==> src/rtl/upst_pkg.sv <==
// shared types, widths and codes for the unique pair set table
`timescale 1ns / 1ps

package upst_pkg;

  // table geometry and field widths
  localparam int DEPTH       = 16;
  localparam int CMD_W       = 2;
  localparam int AREA_W      = 10;
  localparam int NUMBER_W    = 24;
  localparam int STATUS_W    = 2;
  localparam int COUNT_OUT_W = 5;
  localparam int CNT_W       = $clog2(DEPTH + 1);
  localparam int COUNT_SAT   = 31;

  // command codes
  typedef enum logic [CMD_W-1:0] {
    CMD_ADD    = 2'd0,
    CMD_REMOVE = 2'd1,
    CMD_FIND   = 2'd2,
    CMD_AREA   = 2'd3
  } cmd_t;

  // result status codes
  typedef enum logic [STATUS_W-1:0] {
    ST_OK   = 2'd0,
    ST_DUP  = 2'd1,
    ST_FULL = 2'd2,
    ST_MISS = 2'd3
  } status_t;

  // sequencer states
  typedef enum logic [2:0] {
    S_IDLE = 3'b001,
    S_CMP  = 3'b010,
    S_UPD  = 3'b100
  } state_t;

  // signals rippling from one cell to the next
  typedef struct packed {
    logic free_seen;
    logic pair_seen;
    logic area_seen;
  } chain_t;

  // per-cell control from the sequencer
  typedef struct packed {
    logic capture;
    logic do_add;
    logic do_remove;
  } cell_ctl_t;

  // per-cell status toward the sequencer
  typedef struct packed {
    logic valid;
    logic claim;
  } cell_stat_t;

  // clamp the entry count to the output field
  function automatic logic [COUNT_OUT_W-1:0] sat_count(input logic [CNT_W-1:0] c);
    logic [COUNT_OUT_W-1:0] r;
    if (int'(c) > COUNT_SAT) begin
      r = COUNT_OUT_W'(COUNT_SAT);
    end else begin
      r = COUNT_OUT_W'(c);
    end
    return r;
  endfunction

endpackage

==> src/rtl/upst_cell.sv <==
// one slot of the pair table with its compare and chain logic
`timescale 1ns / 1ps

module upst_cell (
  input  logic                           clk,
  input  logic                           rst,
  input  upst_pkg::cell_ctl_t            ctl,
  input  logic [upst_pkg::AREA_W-1:0]    area_key,
  input  logic [upst_pkg::NUMBER_W-1:0]  number_key,
  input  upst_pkg::chain_t               chain_in,
  output upst_pkg::chain_t               chain_out,
  output upst_pkg::cell_stat_t           stat
);
  import upst_pkg::*;

  logic                valid;
  logic [AREA_W-1:0]   area;
  logic [NUMBER_W-1:0] number;
  logic                pair_hit;
  logic                claim;
  logic                area_match;
  logic                pair_match;
  logic                free_here;

  // slot compares
  assign area_match = valid && (area == area_key);
  assign pair_match = area_match && (number == number_key);
  assign free_here  = !valid;

  // lowest free slot claims, everything else ripples onward
  assign chain_out.free_seen = chain_in.free_seen || free_here;
  assign chain_out.pair_seen = chain_in.pair_seen || pair_match;
  assign chain_out.area_seen = chain_in.area_seen || area_match;

  // hold compare outcome for the update cycle
  always_ff @(posedge clk) begin
    if (rst) begin
      pair_hit <= 1'b0;
      claim    <= 1'b0;
    end else if (ctl.capture) begin
      pair_hit <= pair_match;
      claim    <= free_here && !chain_in.free_seen;
    end
  end

  // valid mark
  always_ff @(posedge clk) begin
    if (rst) begin
      valid <= 1'b0;
    end else if (ctl.do_add && claim) begin
      valid <= 1'b1;
    end else if (ctl.do_remove && pair_hit) begin
      valid <= 1'b0;
    end
  end

  // slot contents
  always_ff @(posedge clk) begin
    if (ctl.do_add && claim) begin
      area   <= area_key;
      number <= number_key;
    end
  end

  assign stat.valid = valid;
  assign stat.claim = claim;

endmodule

==> src/rtl/unique_pair_set_table.sv <==
// Unique pair set table: a small set of (area code, number) pairs.
//
// Request channel (req_valid / req_stall) carries cmd, area_code and
// phone_number: add, remove, find or area query. Response channel
// (rsp_valid / rsp_stall) carries status, area_present and entry_count,
// one response per request, in order.
// A request is compared against all slots in the cycle after its transfer
// (state S_CMP); in state S_UPD the slots are updated and the response is
// registered. The next request can transfer in the same cycle the response
// is registered, so the table takes a new request while the last one
// finishes its update; each request passes the compare state, then the
// update state over the cell chain.
// While the response register is full and rsp_stall is high, the update
// cycle waits and req_stall stays high, so nothing is lost.
// Synchronous reset clears every slot valid mark, the entry count and both
// handshakes; slot contents are left as they are and never compared while
// their slot is empty.
`timescale 1ns / 1ps

module unique_pair_set_table (
  input  logic                                clk,
  input  logic                                rst,
  input  logic                                req_valid,
  output logic                                req_stall,
  input  logic [upst_pkg::CMD_W-1:0]          cmd,
  input  logic [upst_pkg::AREA_W-1:0]         area_code,
  input  logic [upst_pkg::NUMBER_W-1:0]       phone_number,
  output logic                                rsp_valid,
  input  logic                                rsp_stall,
  output logic [upst_pkg::STATUS_W-1:0]       status,
  output logic                                area_present,
  output logic [upst_pkg::COUNT_OUT_W-1:0]    entry_count
);
  import upst_pkg::*;

  state_t              state;
  state_t              state_next;
  cmd_t                cmd_q;
  logic [AREA_W-1:0]   area_q;
  logic [NUMBER_W-1:0] number_q;
  logic                any_pair;
  logic                any_area;
  logic                any_free;
  logic [CNT_W-1:0]    cnt;
  logic [CNT_W-1:0]    cnt_next;
  logic                req_xfer;
  logic                upd_done;
  cell_ctl_t           ctl;
  chain_t              chain [DEPTH+1];
  logic [DEPTH-1:0]    valid_vec;
  logic [DEPTH-1:0]    claim_vec;
  status_t             status_calc;
  logic                present_calc;

  // handshakes
  assign upd_done  = (state == S_UPD) && (!rsp_valid || !rsp_stall);
  assign req_stall = (state == S_CMP) || ((state == S_UPD) && !upd_done);
  assign req_xfer  = req_valid && !req_stall;

  // sequencer
  always_comb begin
    state_next = state;
    case (state)
      S_IDLE: if (req_xfer) state_next = S_CMP;
      S_CMP:  state_next = S_UPD;
      S_UPD: begin
        if (upd_done) state_next = req_xfer ? S_CMP : S_IDLE;
      end
      default: state_next = S_IDLE;
    endcase
  end

  always_ff @(posedge clk) begin
    if (rst) begin
      state <= S_IDLE;
    end else begin
      state <= state_next;
    end
  end

  // request capture
  always_ff @(posedge clk) begin
    if (req_xfer) begin
      cmd_q    <= cmd_t'(cmd);
      area_q   <= area_code;
      number_q <= phone_number;
    end
  end

  // cell controls
  assign ctl.capture   = (state == S_CMP);
  assign ctl.do_add    = upd_done && (cmd_q == CMD_ADD) && !any_pair && any_free;
  assign ctl.do_remove = upd_done && (cmd_q == CMD_REMOVE) && any_pair;

  // chain of slot cells
  assign chain[0] = '0;

  for (genvar i = 0; i < DEPTH; i++) begin : g_cell
    cell_stat_t st;
    upst_cell u_cell (
      .clk        (clk),
      .rst        (rst),
      .ctl        (ctl),
      .area_key   (area_q),
      .number_key (number_q),
      .chain_in   (chain[i]),
      .chain_out  (chain[i+1]),
      .stat       (st)
    );
    assign valid_vec[i] = st.valid;
    assign claim_vec[i] = st.claim;
  end

  // summary of the compare pass
  always_ff @(posedge clk) begin
    if (state == S_CMP) begin
      any_pair <= chain[DEPTH].pair_seen;
      any_area <= chain[DEPTH].area_seen;
      any_free <= chain[DEPTH].free_seen;
    end
  end

  // response fields
  always_comb begin
    status_calc  = ST_OK;
    present_calc = 1'b0;
    case (cmd_q)
      CMD_ADD: begin
        if (any_pair)       status_calc = ST_DUP;
        else if (!any_free) status_calc = ST_FULL;
      end
      CMD_REMOVE, CMD_FIND: begin
        if (!any_pair) status_calc = ST_MISS;
      end
      CMD_AREA: begin
        present_calc = any_area;
        if (!any_area) status_calc = ST_MISS;
      end
      default: status_calc = ST_MISS;
    endcase
  end

  // entry count
  always_comb begin
    cnt_next = cnt;
    if (ctl.do_add)         cnt_next = cnt + CNT_W'(1);
    else if (ctl.do_remove) cnt_next = cnt - CNT_W'(1);
  end

  always_ff @(posedge clk) begin
    if (rst) begin
      cnt <= '0;
    end else begin
      cnt <= cnt_next;
    end
  end

  // response register
  always_ff @(posedge clk) begin
    if (rst) begin
      rsp_valid <= 1'b0;
    end else if (upd_done) begin
      rsp_valid <= 1'b1;
    end else if (!rsp_stall) begin
      rsp_valid <= 1'b0;
    end
  end

  always_ff @(posedge clk) begin
    if (upd_done) begin
      status       <= status_calc;
      area_present <= present_calc;
      entry_count  <= sat_count(cnt_next);
    end
  end

  // count tracks the valid marks
  a_count_matches: assert property (@(posedge clk) disable iff (rst)
    int'(cnt) == $countones(valid_vec))
    else $error("entry count differs from valid slots");

  // at most one slot is picked for an insert
  a_single_claim: assert property (@(posedge clk) disable iff (rst)
    $onehot0(claim_vec))
    else $error("more than one slot claimed");

  // full is reported only when every slot is taken
  a_full_means_full: assert property (@(posedge clk) disable iff (rst)
    (rsp_valid && status == ST_FULL) |-> (int'(cnt) == DEPTH))
    else $error("full status with free slots");

  // an insert never lands without a free slot or when the pair already exists
  a_no_dup_insert: assert property (@(posedge clk) disable iff (rst)
    ctl.do_add |-> !any_pair && (claim_vec != '0))
    else $error("insert without a free slot or with a duplicate");

endmodule

==> config.mk <==
export PLATFORM = sky130hd
export DESIGN_NAME = unique_pair_set_table
export DESIGN_NICKNAME = d
export VERILOG_FILES = /design/src/rtl/upst_pkg.sv /design/src/rtl/upst_cell.sv /design/src/rtl/unique_pair_set_table.sv
export SDC_FILE = /design/constraint.sdc
export NUM_CORES = 1
export LEC_CHECK = 0
export ABC_AREA = 1
export BUFFER_PORTS_ARGS = -buffer_cell sky130_fd_sc_hd__buf_2
export CORE_MARGIN = 3
export CORE_UTILIZATION = 60
export CTS_BUF_LIST = sky130_fd_sc_hd__clkbuf_4 sky130_fd_sc_hd__clkbuf_8 sky130_fd_sc_hd__clkbuf_16
export CTS_CLUSTER_DIAMETER = 30
export DETAILED_ROUTE_END_ITERATION = 6
export PLACE_DENSITY = 0.87
export REMOVE_ABC_BUFFERS = 1
export SLEW_MARGIN = 20
export SYNTH_ARGS = -nofsm -noshare
export SYNTH_HDL_FRONTEND = slang
export SYNTH_HIERARCHICAL = 1
export SYNTH_SLANG_ARGS = --single-unit
==> constraint.sdc <==
create_clock -name clk -period 16.05 [get_ports clk]
set_input_delay 0 -clock clk [delete_from_list [all_inputs] [get_ports clk]]
set_output_delay 0 -clock clk [all_outputs]
set_load 0.005 [all_outputs]
==> flow_summary.json <==
{
  "path_max_fanout": 48,
  "rsz0062_at_grt": "false",
  "cts_inserted_buffers": 119,
  "ctsLongestPathBuffers": 3,
  "path_cells": "buf_4, a21oi_2, nand2_1, nor2_1, nand2_1, nor2_2, or2_2, or2_2, or2_2, or2_2, or2_2, or2_2, or2_2, or2_2, or2_2, or2_2, or2_2, or2_2, or2_2, or2_2, or2_2, or2_2",
  "grt.overflow.total": 0,
  "syn_area_um2": 29600,
  "tns_ns": 0,
  "cts_sinks": 648,
  "crit_top_cell": "or2_2",
  "critical-path-top-delay-family": "simple AND/OR/NAND/NOR gates",
  "cts_max_level": 3,
  "syn-instance-count": 2872,
  "cts_tree": "done",
  "outcome": "finished with violations",
  "io_buffer_count": 49,
  "grt_start_max_net_pins": 68,
  "cts_resized": 0,
  "post-cts-setup-buffers": 0,
  "drtPass1Iterations": 7,
  "cp_num_buf_inv": 1,
  "syn_to_final_growth_pct": 20.6,
  "placed_cell_area_um2": 31000,
  "clock_skew_ns": 0.0298,
  "drt_iter0_drc": 2493,
  "core_area_um2": 48100,
  "initial_utilization_pct": 61.4,
  "maxCapViolations": 0,
  "multi_input_comb_area_um2": 8660,
  "fin_crit_ns": 6.01,
  "drive_gt1_share_pct": 14.0,
  "layout.nets": 3180,
  "power.density_nw_per_um2": 134,
  "cpPeakStageDelay_ns": 0.48,
  "avgViaCountPerCell": 5.51,
  "die_w_um": 228,
  "fillers": 2689,
  "gp_congestion": 0.820,
  "start_kind": "register",
  "cp.arrival_ns": 6.43,
  "ios": 50,
  "synth.avg_cell_area_um2": 10.3,
  "grt_pass1_vias": 22300,
  "slew_violations": 0,
  "slowest_stage": "buf_4",
  "hold_slack_ns": 0.0359,
  "wl_per_cell_um": 20.2,
  "clk_latency_ns": 0.68,
  "ir_drop_mv": 0.143,
  "finalSetupViolations": 0,
  "cp.required_ns": 16.47,
  "grt_pass1_wl_um": 120000,
  "layout_common_cells": "nand2_1 (941), edfxtp_1 (591), inv_1 (499)",
  "grt.total_usage_pct": 29.9,
  "final_area_um2": 35600,
  "cts.clk_slew.worst_paths_ns": 0.05,
  "crit_type": "register to register",
  "row_count": 80,
  "die_h_um": 228,
  "power.leakage_nw": 14.9,
  "postCtsHoldBufs": 42,
  "fmax_ghz": 0.166,
  "relSlewSlack_pct": 30.7,
  "rrSetupSlack_ns": 10.04,
  "drt_wl_total_um": 78700,
  "die_area_um2": 52000,
  "drtAntennaViolNets": 0,
  "seq_area_um2": 18900,
  "yosys_warnings": 6,
  "final_common_cell": "nand2_1",
  "hold_violations": 0,
  "hpwl_um": 39700,
  "worst_slew_pin_slew_ns": 1.04,
  "drc": 1,
  "failed_checks": "design-rule violations",
  "antenna_found_initial": 1,
  "vias": 21500,
  "holdCritPathClass": "input pin to register",
  "cts_root_buf": "clkbuf_16",
  "end_kind": "register",
  "period_share_pct": 37.5
}
## stage by stage
step	power, W	worst slack, ns	instances	utilization [%]
floorplan	0.00209	9.86	2872	-
global placement	0.00215	10.15	3627	64.4
detailed placement	0.00217	10.10	3627	64.4
CTS	0.00478	10.05	3894	74.0
global route	0.00491	9.84	3895	74.0
finish	0.00479	10.04	3895	74.0
## power by group
group	switching [W]	internal [W]	total, W
Combinational	0.000189	0.0000905	0.000279
Clock	0.000914	0.00172	0.00263
Sequential	0.0000139	0.00187	0.00189
## per-layer routing
metal	global-route usage, %	share of wire, %
met5	0	0
met4	19.3	6.7
met3	5.65	9.0
met2	51.4	50
met1	34.4	34
## final timing paths
kind / start / to / cells past startpoint
hold / removal: phone_number[20] / number_q[20] / 2
hold reg to reg: g_cell[10].u_cell/valid / g_cell[10].u_cell/valid / 2
setup / recovery: area_q[9] / any_area / 22
setup reg to reg: area_q[9] / any_area / 22
## registers in the layout, indices dropped and copies added (netlist names)
name	flops
any_area	1
any_free	1
any_pair	1
area_present	1
area_q	10
cmd_q	2
cnt	5
entry_count	5
g_cell.u_cell/area	160
g_cell.u_cell/claim	16
g_cell.u_cell/number	384
g_cell.u_cell/pair_hit	16
g_cell.u_cell/valid	16
number_q	24
rsp_valid	1
state	3
status	2
## layout make-up
type / instances / share of cell area [%]
antenna: 1 / 0.00702
clock buffer: 128 / 8.61
clock inverter: 97 / 3.24
inverter: 534 / 5.63
multi-input combinational: 1690 / 24.3
sequential: 648 / 53.0
tap: 656 / 2.30
timing repair buffer: 141 / 2.92
(Power assumes the default switching activity.)
